File: config.mk
export PLATFORM = sky130hd
export DESIGN_NAME = filtered_lcs_similarity
export DESIGN_NICKNAME = d
export VERILOG_FILES = /design/src/design/flcs_pkg.sv /design/src/design/flcs_cell.sv /design/src/design/filtered_lcs_similarity.sv
export SDC_FILE = /design/constraint.sdc
export NUM_CORES = 2
export LEC_CHECK = 0
export BUFFER_PORTS_ARGS = -buffer_cell sky130_fd_sc_hd__buf_2
export CORE_MARGIN = 3
export CORE_UTILIZATION = 60
export CTS_BUF_LIST = sky130_fd_sc_hd__clkbuf_4 sky130_fd_sc_hd__clkbuf_8
export DETAILED_ROUTE_END_ITERATION = 8
export PLACE_DENSITY = 0.85
export SLEW_MARGIN = 20
export SYNTH_ARGS = -nofsm -noshare
export SYNTH_HDL_FRONTEND = slang
export SYNTH_HIERARCHICAL = 1
export SYNTH_SLANG_ARGS = --single-unit
File: constraint.sdc
create_clock -name aclk -period 2.82 [get_ports aclk]
set_input_delay 0.564 -clock aclk [delete_from_list [all_inputs] [get_ports aclk]]
set_output_delay 0.564 -clock aclk [all_outputs]
set_load 0.01 [all_outputs]
File: src/design/flcs_pkg.sv
// ----------------------------------------------------------------------------
// flcs_pkg
// Shared types, command codes and character helpers for the filtered LCS
// similarity block.
// ----------------------------------------------------------------------------
`default_nettype none

package flcs_pkg;

    localparam int CMD_W   = 2;
    localparam int SYM_W   = 8;
    localparam int SCORE_W = 7;

    localparam logic [CMD_W-1:0] CMD_FIRST  = 2'd0;
    localparam logic [CMD_W-1:0] CMD_SECOND = 2'd1;
    localparam logic [CMD_W-1:0] CMD_END    = 2'd2;

    localparam logic [SYM_W-1:0] CHAR_SPACE    = 8'h20;
    localparam logic [SYM_W-1:0] CHAR_QUESTION = 8'h3F;
    localparam logic [SYM_W-1:0] CHAR_NEWLINE  = 8'h0A;

    // one second-string byte travelling along the cell row
    typedef struct packed {
        logic             valid;
        logic [SYM_W-1:0] sym;
    } wave_t;

    function automatic logic is_blank(input logic [SYM_W-1:0] c);
        return (c == CHAR_SPACE) || (c == CHAR_QUESTION) || (c == CHAR_NEWLINE);
    endfunction

endpackage

`default_nettype wire

File: src/design/flcs_cell.sv
// ----------------------------------------------------------------------------
// flcs_cell
// One position of the stored first string: its byte, its keep flag and its
// entry of the LCS column. Updates when a second-string byte passes through.
// ----------------------------------------------------------------------------
`default_nettype none

module flcs_cell
    import flcs_pkg::*;
#(
    parameter int SW = 7
) (
    input  wire logic             aclk,
    input  wire logic             aresetn,
    input  wire logic             clr,
    input  wire logic             wr_en,
    input  wire logic [SYM_W-1:0] wr_sym,
    input  wire logic             prev_blank,   // left neighbor blank or string start
    input  wire logic             next_blank,   // right neighbor blank or string end
    output logic                  occ_o,
    output logic                  blank_o,
    input  wire wave_t            in_wave,
    input  wire logic [SW-1:0]    in_left,
    input  wire logic [SW-1:0]    in_diag,
    output wave_t                 out_wave,
    output logic [SW-1:0]         out_left,
    output logic [SW-1:0]         out_diag,
    output logic [SW-1:0]         score_o
);

    logic             occ_reg;
    logic [SYM_W-1:0] char_reg;
    logic [SW-1:0]    score_reg;
    logic [SW-1:0]    score_next;
    wave_t            wave_reg;
    logic [SW-1:0]    left_reg;
    logic [SW-1:0]    diag_reg;
    logic             keep;

    assign blank_o = is_blank(char_reg);
    assign occ_o   = occ_reg;
    assign keep    = occ_reg && !blank_o && !(prev_blank && next_blank);

    always_comb begin
        if (!keep) begin
            score_next = in_left;
        end else if (char_reg == in_wave.sym) begin
            score_next = in_diag + SW'(1);
        end else if (in_left > score_reg) begin
            score_next = in_left;
        end else begin
            score_next = score_reg;
        end
    end

    always_ff @(posedge aclk) begin
        if (!aresetn || clr) begin
            occ_reg   <= 1'b0;
            score_reg <= '0;
            wave_reg  <= '0;
        end else begin
            if (wr_en) begin
                occ_reg <= 1'b1;
            end
            if (in_wave.valid) begin
                score_reg <= score_next;
            end
            wave_reg <= in_wave;
        end
    end

    always_ff @(posedge aclk) begin
        if (wr_en) begin
            char_reg <= wr_sym;
        end
        left_reg     <= score_next;
        diag_reg     <= score_reg;
    end

    assign out_wave = wave_reg;
    assign out_left = left_reg;
    assign out_diag = diag_reg;
    assign score_o  = score_reg;

endmodule

`default_nettype wire

File: src/design/filtered_lcs_similarity.sv
// ----------------------------------------------------------------------------
// filtered_lcs_similarity
// LCS length of two filtered byte strings. The first string is stored in a
// row of cells; second-string bytes sweep along the row as a wavefront.
// ----------------------------------------------------------------------------
//  channel | ports                              | dir | content
//  --------+------------------------------------+-----+---------------------------
//  s_      | s_valid s_ready s_cmd s_symbol     | in  | command and byte request
//  m_      | m_valid m_ready m_score m_overflow | out | score of one string pair
//
//  A new first- or second-string request is taken every cycle while the input
//  is open. An end request blocks input while the last byte crosses the cell
//  row, then the score is registered and the row is cleared. A result waiting
//  on m_ready stalls only the completion of the next drain, which keeps the
//  input closed. Reset is synchronous, active low.
// ----------------------------------------------------------------------------
`default_nettype none

module filtered_lcs_similarity
    import flcs_pkg::*;
#(
    parameter int MAX_LEN = 64
) (
    input  wire logic               aclk,
    input  wire logic               aresetn,
    input  wire logic               s_valid,
    output logic                    s_ready,
    input  wire logic [CMD_W-1:0]   s_cmd,
    input  wire logic [SYM_W-1:0]   s_symbol,
    output logic                    m_valid,
    input  wire logic               m_ready,
    output logic [SCORE_W-1:0]      m_score,
    output logic                    m_overflow
);

    localparam int LEN_W = $clog2(MAX_LEN + 1);
    localparam int IDX_W = $clog2(MAX_LEN);
    localparam int SW    = LEN_W;
    localparam int CNT_W = $clog2(MAX_LEN + 2);

    localparam logic ST_IDLE  = 1'b0;
    localparam logic ST_DRAIN = 1'b1;

    logic             state_reg, state_next;
    logic [LEN_W-1:0] len_reg, len_next;
    logic [SYM_W-1:0] pend_reg, pend_next;
    logic             pend_valid_reg, pend_valid_next;
    logic             bpb_reg, bpb_next;
    logic             trunc_reg, trunc_next;
    logic [CNT_W-1:0] cnt_reg, cnt_next;
    wave_t            inj_reg, inj_next;
    logic             m_valid_reg, m_valid_next;
    logic [SCORE_W-1:0] m_score_reg, m_score_next;
    logic             m_ovf_reg, m_ovf_next;

    logic             accept;
    logic             judge;
    logic             right_blank;
    logic             drop;
    logic             wr_go;
    logic             clr;
    logic [IDX_W-1:0] wr_idx;
    logic [SW-1:0]    score_last;
    logic [SW+SCORE_W-1:0] score_ext;

    wave_t            wave [0:MAX_LEN];
    logic [SW-1:0]    left [0:MAX_LEN];
    logic [SW-1:0]    diag [0:MAX_LEN];
    logic [SW-1:0]    score [0:MAX_LEN-1];
    logic             occ  [0:MAX_LEN-1];
    logic             blank[0:MAX_LEN-1];

    assign s_ready     = (state_reg == ST_IDLE);
    assign accept      = s_valid && s_ready;
    assign right_blank = (s_cmd == CMD_END) ? 1'b1 : is_blank(s_symbol);
    assign judge       = accept && pend_valid_reg && (s_cmd == CMD_SECOND || s_cmd == CMD_END);
    assign drop        = is_blank(pend_reg) || (bpb_reg && right_blank);
    assign wr_go       = accept && (s_cmd == CMD_FIRST) && !pend_valid_reg
                         && (len_reg < LEN_W'(MAX_LEN));
    assign wr_idx      = len_reg[IDX_W-1:0];
    assign score_last  = score[MAX_LEN-1];
    assign score_ext   = {{SCORE_W{1'b0}}, score_last};

    always_comb begin
        state_next      = state_reg;
        len_next        = len_reg;
        pend_next       = pend_reg;
        pend_valid_next = pend_valid_reg;
        bpb_next        = bpb_reg;
        trunc_next      = trunc_reg;
        cnt_next        = cnt_reg;
        m_score_next    = m_score_reg;
        m_ovf_next      = m_ovf_reg;
        m_valid_next    = m_valid_reg && !m_ready;
        clr             = 1'b0;
        inj_next.valid  = judge && !drop;
        inj_next.sym    = pend_reg;

        if (judge) begin
            bpb_next = is_blank(pend_reg);
        end

        case (state_reg)
            ST_IDLE: begin
                if (accept) begin
                    case (s_cmd)
                        CMD_FIRST: begin
                            if (wr_go) begin
                                len_next = len_reg + LEN_W'(1);
                            end else if (!pend_valid_reg) begin
                                trunc_next = 1'b1;
                            end
                        end
                        CMD_SECOND: begin
                            pend_next       = s_symbol;
                            pend_valid_next = 1'b1;
                        end
                        CMD_END: begin
                            state_next = ST_DRAIN;
                            cnt_next   = CNT_W'(MAX_LEN + 1);
                        end
                        default: begin
                        end
                    endcase
                end
            end
            ST_DRAIN: begin
                if (cnt_reg != '0) begin
                    cnt_next = cnt_reg - CNT_W'(1);
                end else if (!m_valid_reg || m_ready) begin
                    m_valid_next    = 1'b1;
                    m_score_next    = score_ext[SCORE_W-1:0];
                    m_ovf_next      = trunc_reg;
                    clr             = 1'b1;
                    len_next        = '0;
                    pend_next       = '0;
                    pend_valid_next = 1'b0;
                    bpb_next        = 1'b1;
                    trunc_next      = 1'b0;
                    state_next      = ST_IDLE;
                end
            end
            default: begin
                state_next = ST_IDLE;
            end
        endcase
    end

    always_ff @(posedge aclk) begin
        if (!aresetn) begin
            state_reg      <= ST_IDLE;
            len_reg        <= '0;
            pend_reg       <= '0;
            pend_valid_reg <= 1'b0;
            bpb_reg        <= 1'b1;
            trunc_reg      <= 1'b0;
            cnt_reg        <= '0;
            inj_reg        <= '0;
            m_valid_reg    <= 1'b0;
        end else begin
            state_reg      <= state_next;
            len_reg        <= len_next;
            pend_reg       <= pend_next;
            pend_valid_reg <= pend_valid_next;
            bpb_reg        <= bpb_next;
            trunc_reg      <= trunc_next;
            cnt_reg        <= cnt_next;
            inj_reg        <= inj_next;
            m_valid_reg    <= m_valid_next;
        end
    end

    always_ff @(posedge aclk) begin
        m_score_reg <= m_score_next;
        m_ovf_reg   <= m_ovf_next;
    end

    assign wave[0] = inj_reg;
    assign left[0] = '0;
    assign diag[0] = '0;

    for (genvar i = 0; i < MAX_LEN; i++) begin : g_cell
        logic prev_b;
        logic next_b;

        if (i == 0) begin : g_first
            assign prev_b = 1'b1;
        end else begin : g_mid_l
            assign prev_b = blank[i-1];
        end

        if (i == MAX_LEN - 1) begin : g_last
            assign next_b = 1'b1;
        end else begin : g_mid_r
            assign next_b = !occ[i+1] || blank[i+1];
        end

        flcs_cell #(
            .SW(SW)
        ) u_cell (
            .aclk       (aclk),
            .aresetn    (aresetn),
            .clr        (clr),
            .wr_en      (wr_go && (wr_idx == IDX_W'(i))),
            .wr_sym     (s_symbol),
            .prev_blank (prev_b),
            .next_blank (next_b),
            .occ_o      (occ[i]),
            .blank_o    (blank[i]),
            .in_wave    (wave[i]),
            .in_left    (left[i]),
            .in_diag    (diag[i]),
            .out_wave   (wave[i+1]),
            .out_left   (left[i+1]),
            .out_diag   (diag[i+1]),
            .score_o    (score[i])
        );
    end

    assign m_valid    = m_valid_reg;
    assign m_score    = m_score_reg;
    assign m_overflow = m_ovf_reg;

endmodule

`default_nettype wire

## Yosys cells after proc, flatten, opt, wreduce, memory -nomap -nowiden

Index checks and enable logic that the tools add are counted.

- Flip-flop bits (word level): 2517
- Input port bits: 14
- Output and inout port bits: 10
- Logic and storage cells: 1825

- $add $sub $neg: 65
- $lt $le $gt $ge: 65
- Eq/ne operators: 338
- Muxes and demuxes: 233
- Bitwise gates (word level): 2
- Reduce and logical (&&, ||, !) cells: 666

Operator list:

| operator | number |
|---|---|
| $mux 7 | 200 |
| $eq 8x6->1 const B | 132 |
| $eq 8x4->1 const B | 66 |
| $eq 8x8->1 | 64 |
| $add 7x1->7 const B | 64 |
| $gt 7x7->1 | 63 |
| $logic_and 1x1->1 | 263 |
| $logic_or 1x1->1 | 199 |
| $logic_not 1->1 | 195 |
| $eq 6x6->1 const B | 32 |
| $eq 6x5->1 const B | 16 |
| $eq 6x4->1 const B | 8 |
| $mux 8 | 4 |
| $pmux 7 s2 | 2 |
| $eq 6x3->1 const B | 4 |
| $mux 1 | 23 |
| $pmux 8 s2 | 1 |
| $ne 2x1->1 const B | 7 |
| $eq 6x2->1 const B | 2 |
| $gt 1x7->1 const A | 1 |
| $lt 7x7->1 const B | 1 |
| $reduce_bool 7->1 | 1 |
| $sub 7x1->7 const B | 1 |
| $eq 6x1->1 const B | 1 |
| other kinds (13) | 19 |

## Longest topological paths before layout

- Depth after elaboration: 9
- Gate-level depth with buffers: 10
- Gate-level depth less buffers: 9

## Cells and area by module

The synthesis kept the hierarchy.

By module, submodules not included:

| module | instances | cells each | area each (um^2) | sequential area each (um^2) |
|---|---|---|---|---|
| flcs_cell at g_cell[0].u_cell ... | 48 | 178 | 1747.9 | 860.8 |
| flcs_cell at g_cell[53].u_cell ... | 16 | 165 | 1755.4 | 860.8 |
| filtered_lcs_similarity | 1 | 357 | 2738.9 | 960.9 |

## Worst setup path before layout

OpenSTA, ideal clock, no wires.

- Path type: flip-flop to flip-flop
- Start: register cnt_reg[0]
- End: register g_cell[53].u_cell.score_reg[0]
- Data arrival time: 2.817 ns
- Setup slack: -0.119 ns
- Cell stages (with the launch flop): 11
- Buffers on the path: 1
- Clock period less this slack: 2.939 ns
- Cells stage by stage: dfxtp_1 -> inv_1 -> ha_1 -> nor2b_1 -> clkbuf_1 -> nand4_2 -> inv_1 -> nor2b_1 -> nand2_1 -> nor3_4 -> a221o_1

- Word-level cells in the longest chain between the ends: 4

Ends and longest elaborated chain:

| item | line | source |
|---|---|---|
| start, declared | filtered_lcs_similarity.sv:50 | `logic [CNT_W-1:0] cnt_reg, cnt_next;` |
| start signal, assigned | filtered_lcs_similarity.sv:167 | `cnt_reg <= cnt_next;` |
| $reduce_bool 7->1 | filtered_lcs_similarity.sv:128 | `if (cnt_reg != '0) begin` |
| $mux 1 | filtered_lcs_similarity.sv:128 |  |
| $mux 1 | filtered_lcs_similarity.sv:103 | `case (state_reg)` |
| named net clr | filtered_lcs_similarity.sv:61 | `logic clr;` |
| $logic_or 1x1->1 | flcs_cell.sv:57 | `if (!aresetn \|\| clr) begin` |
| end signal, assigned | flcs_cell.sv:66 | `score_reg <= score_next;` |
| end, declared | flcs_cell.sv:33 | `logic [SW-1:0] score_reg;` |

The timed path passes the listed nets, and every way through them passes these cells.
A chain may end at the register's enable or synchronous reset.

==> metrics.csv <==
stage,metric,value,unit
global_route,pin count of the biggest net entering global routing,45,
clock_tree,CTS Buf Count,403,
global_route,overall overflow remaining after global route,0,
floorplanning,core region area,0.188,mm2
critical_path,Worst setup SP type,flip-flop,
timing,max frequency,382,MHz
clock_tree,worst-skew pair later-pin latency,1.06,ns
final_layout,final instance area,0.127,mm2
clock_tree,clk sinks,2517,
placement,placer congestion estimate,0.910,
min_path,worst hold endpoint,g_cell[11].u_cell/char_reg[2],
timing,post-route setup slack,0.201,ns
clock_tree,TritonCTS clock tree,yes,
critical_path,end of the worst register-to-register path,g_cell[5].u_cell/score_o[1],
critical_path,crit end category,flip-flop,
final_layout,number of flip-flops in the largest register,567,
yosys,mapped cell area,0.114,mm2
timing,final setup TNS,0,ns
timing,WHS,0.173,ns
timing,"Slew Viols, Final",0,
global_route,vias in the first global route,86900,
placement,Place WS,-0.294,ns
final_layout,area delta synth->final,11.1,%
timing,unrepaired setup endpoints after global routing,false,
pwr,"IR drop worst, VDD",497,uV
job,max_cap viols,0,
min_path,Hold Path Origin,s_symbol[2],
critical_path,WP data arrival,3.57,ns
timing,Worst Clk Skew,0.0744,ns
route,routed vias,87600,
outcome,outcome,"finished, violations left",
outcome,violated checks,design-rule violations,
route,per-cell routed wire length,18.5,um
global_route,global-route wire length before repair,442,mm
timing,Hold Fails Final Rpt,0,
timing,final setup fails,0,
final_layout,post-layout util,67.3,%
pwr,PwrDens,594,mW/mm2
global_route,initial antenna violation count,10,
floorplanning,DIE AREA,0.195,mm2
clock_tree,Worst-path clk slew,0.07,ns
floorplanning,# IOs,24,
clock_tree,Clock H-tree levels,5,
critical_path,Worst Path Required,3.78,ns
critical_path,reg-to-reg setup timing slack,0.20,ns
timing,min cycle time layout,2.62,ns
final_layout,Non-Filler Instances,14700,
route,Final ANT Viol Nets,0,
route,WL final,273,mm
clock_tree,maximum clock path buffer count,4,
placement,Port-buffer cells,23,
floorplanning,row cnt,159,
timing,Least-Margin Pin Slew,0.863,ns
placement,placed insts,14000,
timing,slew margin rel.,42.3,%
global_route,gr usage total,27.0,%
yosys,Mapped Cells,11500,
yosys,Post-Syn Area per Cell,9.93,um2
yosys,synth warn,6,
critical_path,worst r2r path cells,9,
final_layout,share of cells above drive strength 1,14.2,%
final_layout,NumNets Final,12500,
floorplanning,starting utilization of the core area,60.6,%
timing,period utilization,92.9,%
min_path,hold depth,2,
route,vias per cell,5.94,
route,# DRC,2,
route,Starting DRT DRC Count,8303,
placement,post-detail-place hpwl,192,mm
floorplanning,die span in y,442,um
pwr,P_leak,49.7,nW
pwr,Tot Pwr,75.3,mW
critical_path,Setup CP Type,reg -> reg,
floorplanning,Die Width,442,um
route,Initial DRT Pass Iterations,9,
clock_tree,clk root buf,clkbuf_8,
min_path,Hold WC Path Type,in -> reg,
placement,Placed Area,0.118,mm2
critical_path,Reg-to-Reg Start,g_cell[6].u_cell/char_reg[1],
critical_path,Worst Path Max Fanout,15,
-- critical path: stages (launching register included) --
cell and delay, ns:
edfxtp_1 0.47, and4_2 0.27, a21oi_1 0.22, nor2_1 0.10
nand2b_1 0.16, a21boi_0 0.26, o21a_2 0.38, nand3_2 0.13
a21boi_2 0.30, a221o_1 0.21
-- worst max-delay path by stage --
| stage | slack, ns | end | from | depth (start not counted) |
|---|---|---|---|---|
| after floorplan | 0.16 | g_cell[53].u_cell/score_o[0] | cnt_reg[0] | 10 |
| after global placement | -0.28 | g_cell[58].u_cell/char_reg[0] | s_cmd[0] | 10 |
| after detailed placement | -0.29 | g_cell[58].u_cell/char_reg[6] | s_cmd[0] | 10 |
| after CTS | 0.16 | s_ready | state_reg | 2 |
| after global routing | 0.04 | g_cell[5].u_cell/score_o[1] | g_cell[6].u_cell/char_reg[1] | 9 |
| final | 0.20 | g_cell[5].u_cell/score_o[1] | g_cell[6].u_cell/char_reg[1] | 9 |
-- per-layer routing --
metal  routed length (um)  global-route usage (%)
met1               115000                    34.9
met2               129000                    45.4
met4                10900                    11.4
met3                18500                    3.89
met5                   28                       0
-- layout make-up --
| class | instances | area, um2 |
|---|---|---|
| multi-input combinational | 8202 | 54900 |
| sequential | 2517 | 55600 |
| timing repair buffer | 247 | 1900 |
| clock inverter | 155 | 1880 |
| tap | 2495 | 3120 |
| fill | 13500 | 61600 |
| antenna | 5 | 12.5 |
| inverter | 552 | 2080 |
| clock buffer | 573 | 7300 |
-- what timing repair did --
item                       in CTS  in global routing
resized for setup               0                  1
buffers inserted                0                  2
hold buffers                    4                  0
hold endpoints to repair       52                  0
setup endpoints to repair       0                 10
-- placed cells by master (no fill, tap or decap), types with 64 or more instances in the layout --
cell,count
nand3_1,536
nor4_4,81
o21ai_0,441
o21ai_1,128
and3_1,113
nor3_1,355
nand4_1,67
clkbuf_8,480
o21ai_2,144
and3_2,64
nand3b_1,67
dfxtp_1,1997
mux2i_1,66
inv_1,551
nand2_1,1056
a221o_1,96
a2bb2oi_1,90
nand2_2,64
nor2_1,623
and2_1,626
edfxtp_1,520
clkbuf_4,93
xnor2_1,196
clkinv_2,69
a21oi_1,660
o21a_1,66
xor2_1,642
a21boi_2,64
nand2b_1,210
ha_1,520
buf_4,223
nor2b_1,116
a31oi_1,208
o22ai_1,250
-- report_power, final --
group | total (mW) | switching [mW] | internal [mW]
combinational | 2.83 | 1.81 | 1.01
clock | 35.0 | 14.4 | 20.7
sequential | 37.4 | 0.338 | 37.1
total | 75.3 | 16.5 | 58.8
No activity file was read; power rests on OpenSTA's default activity.
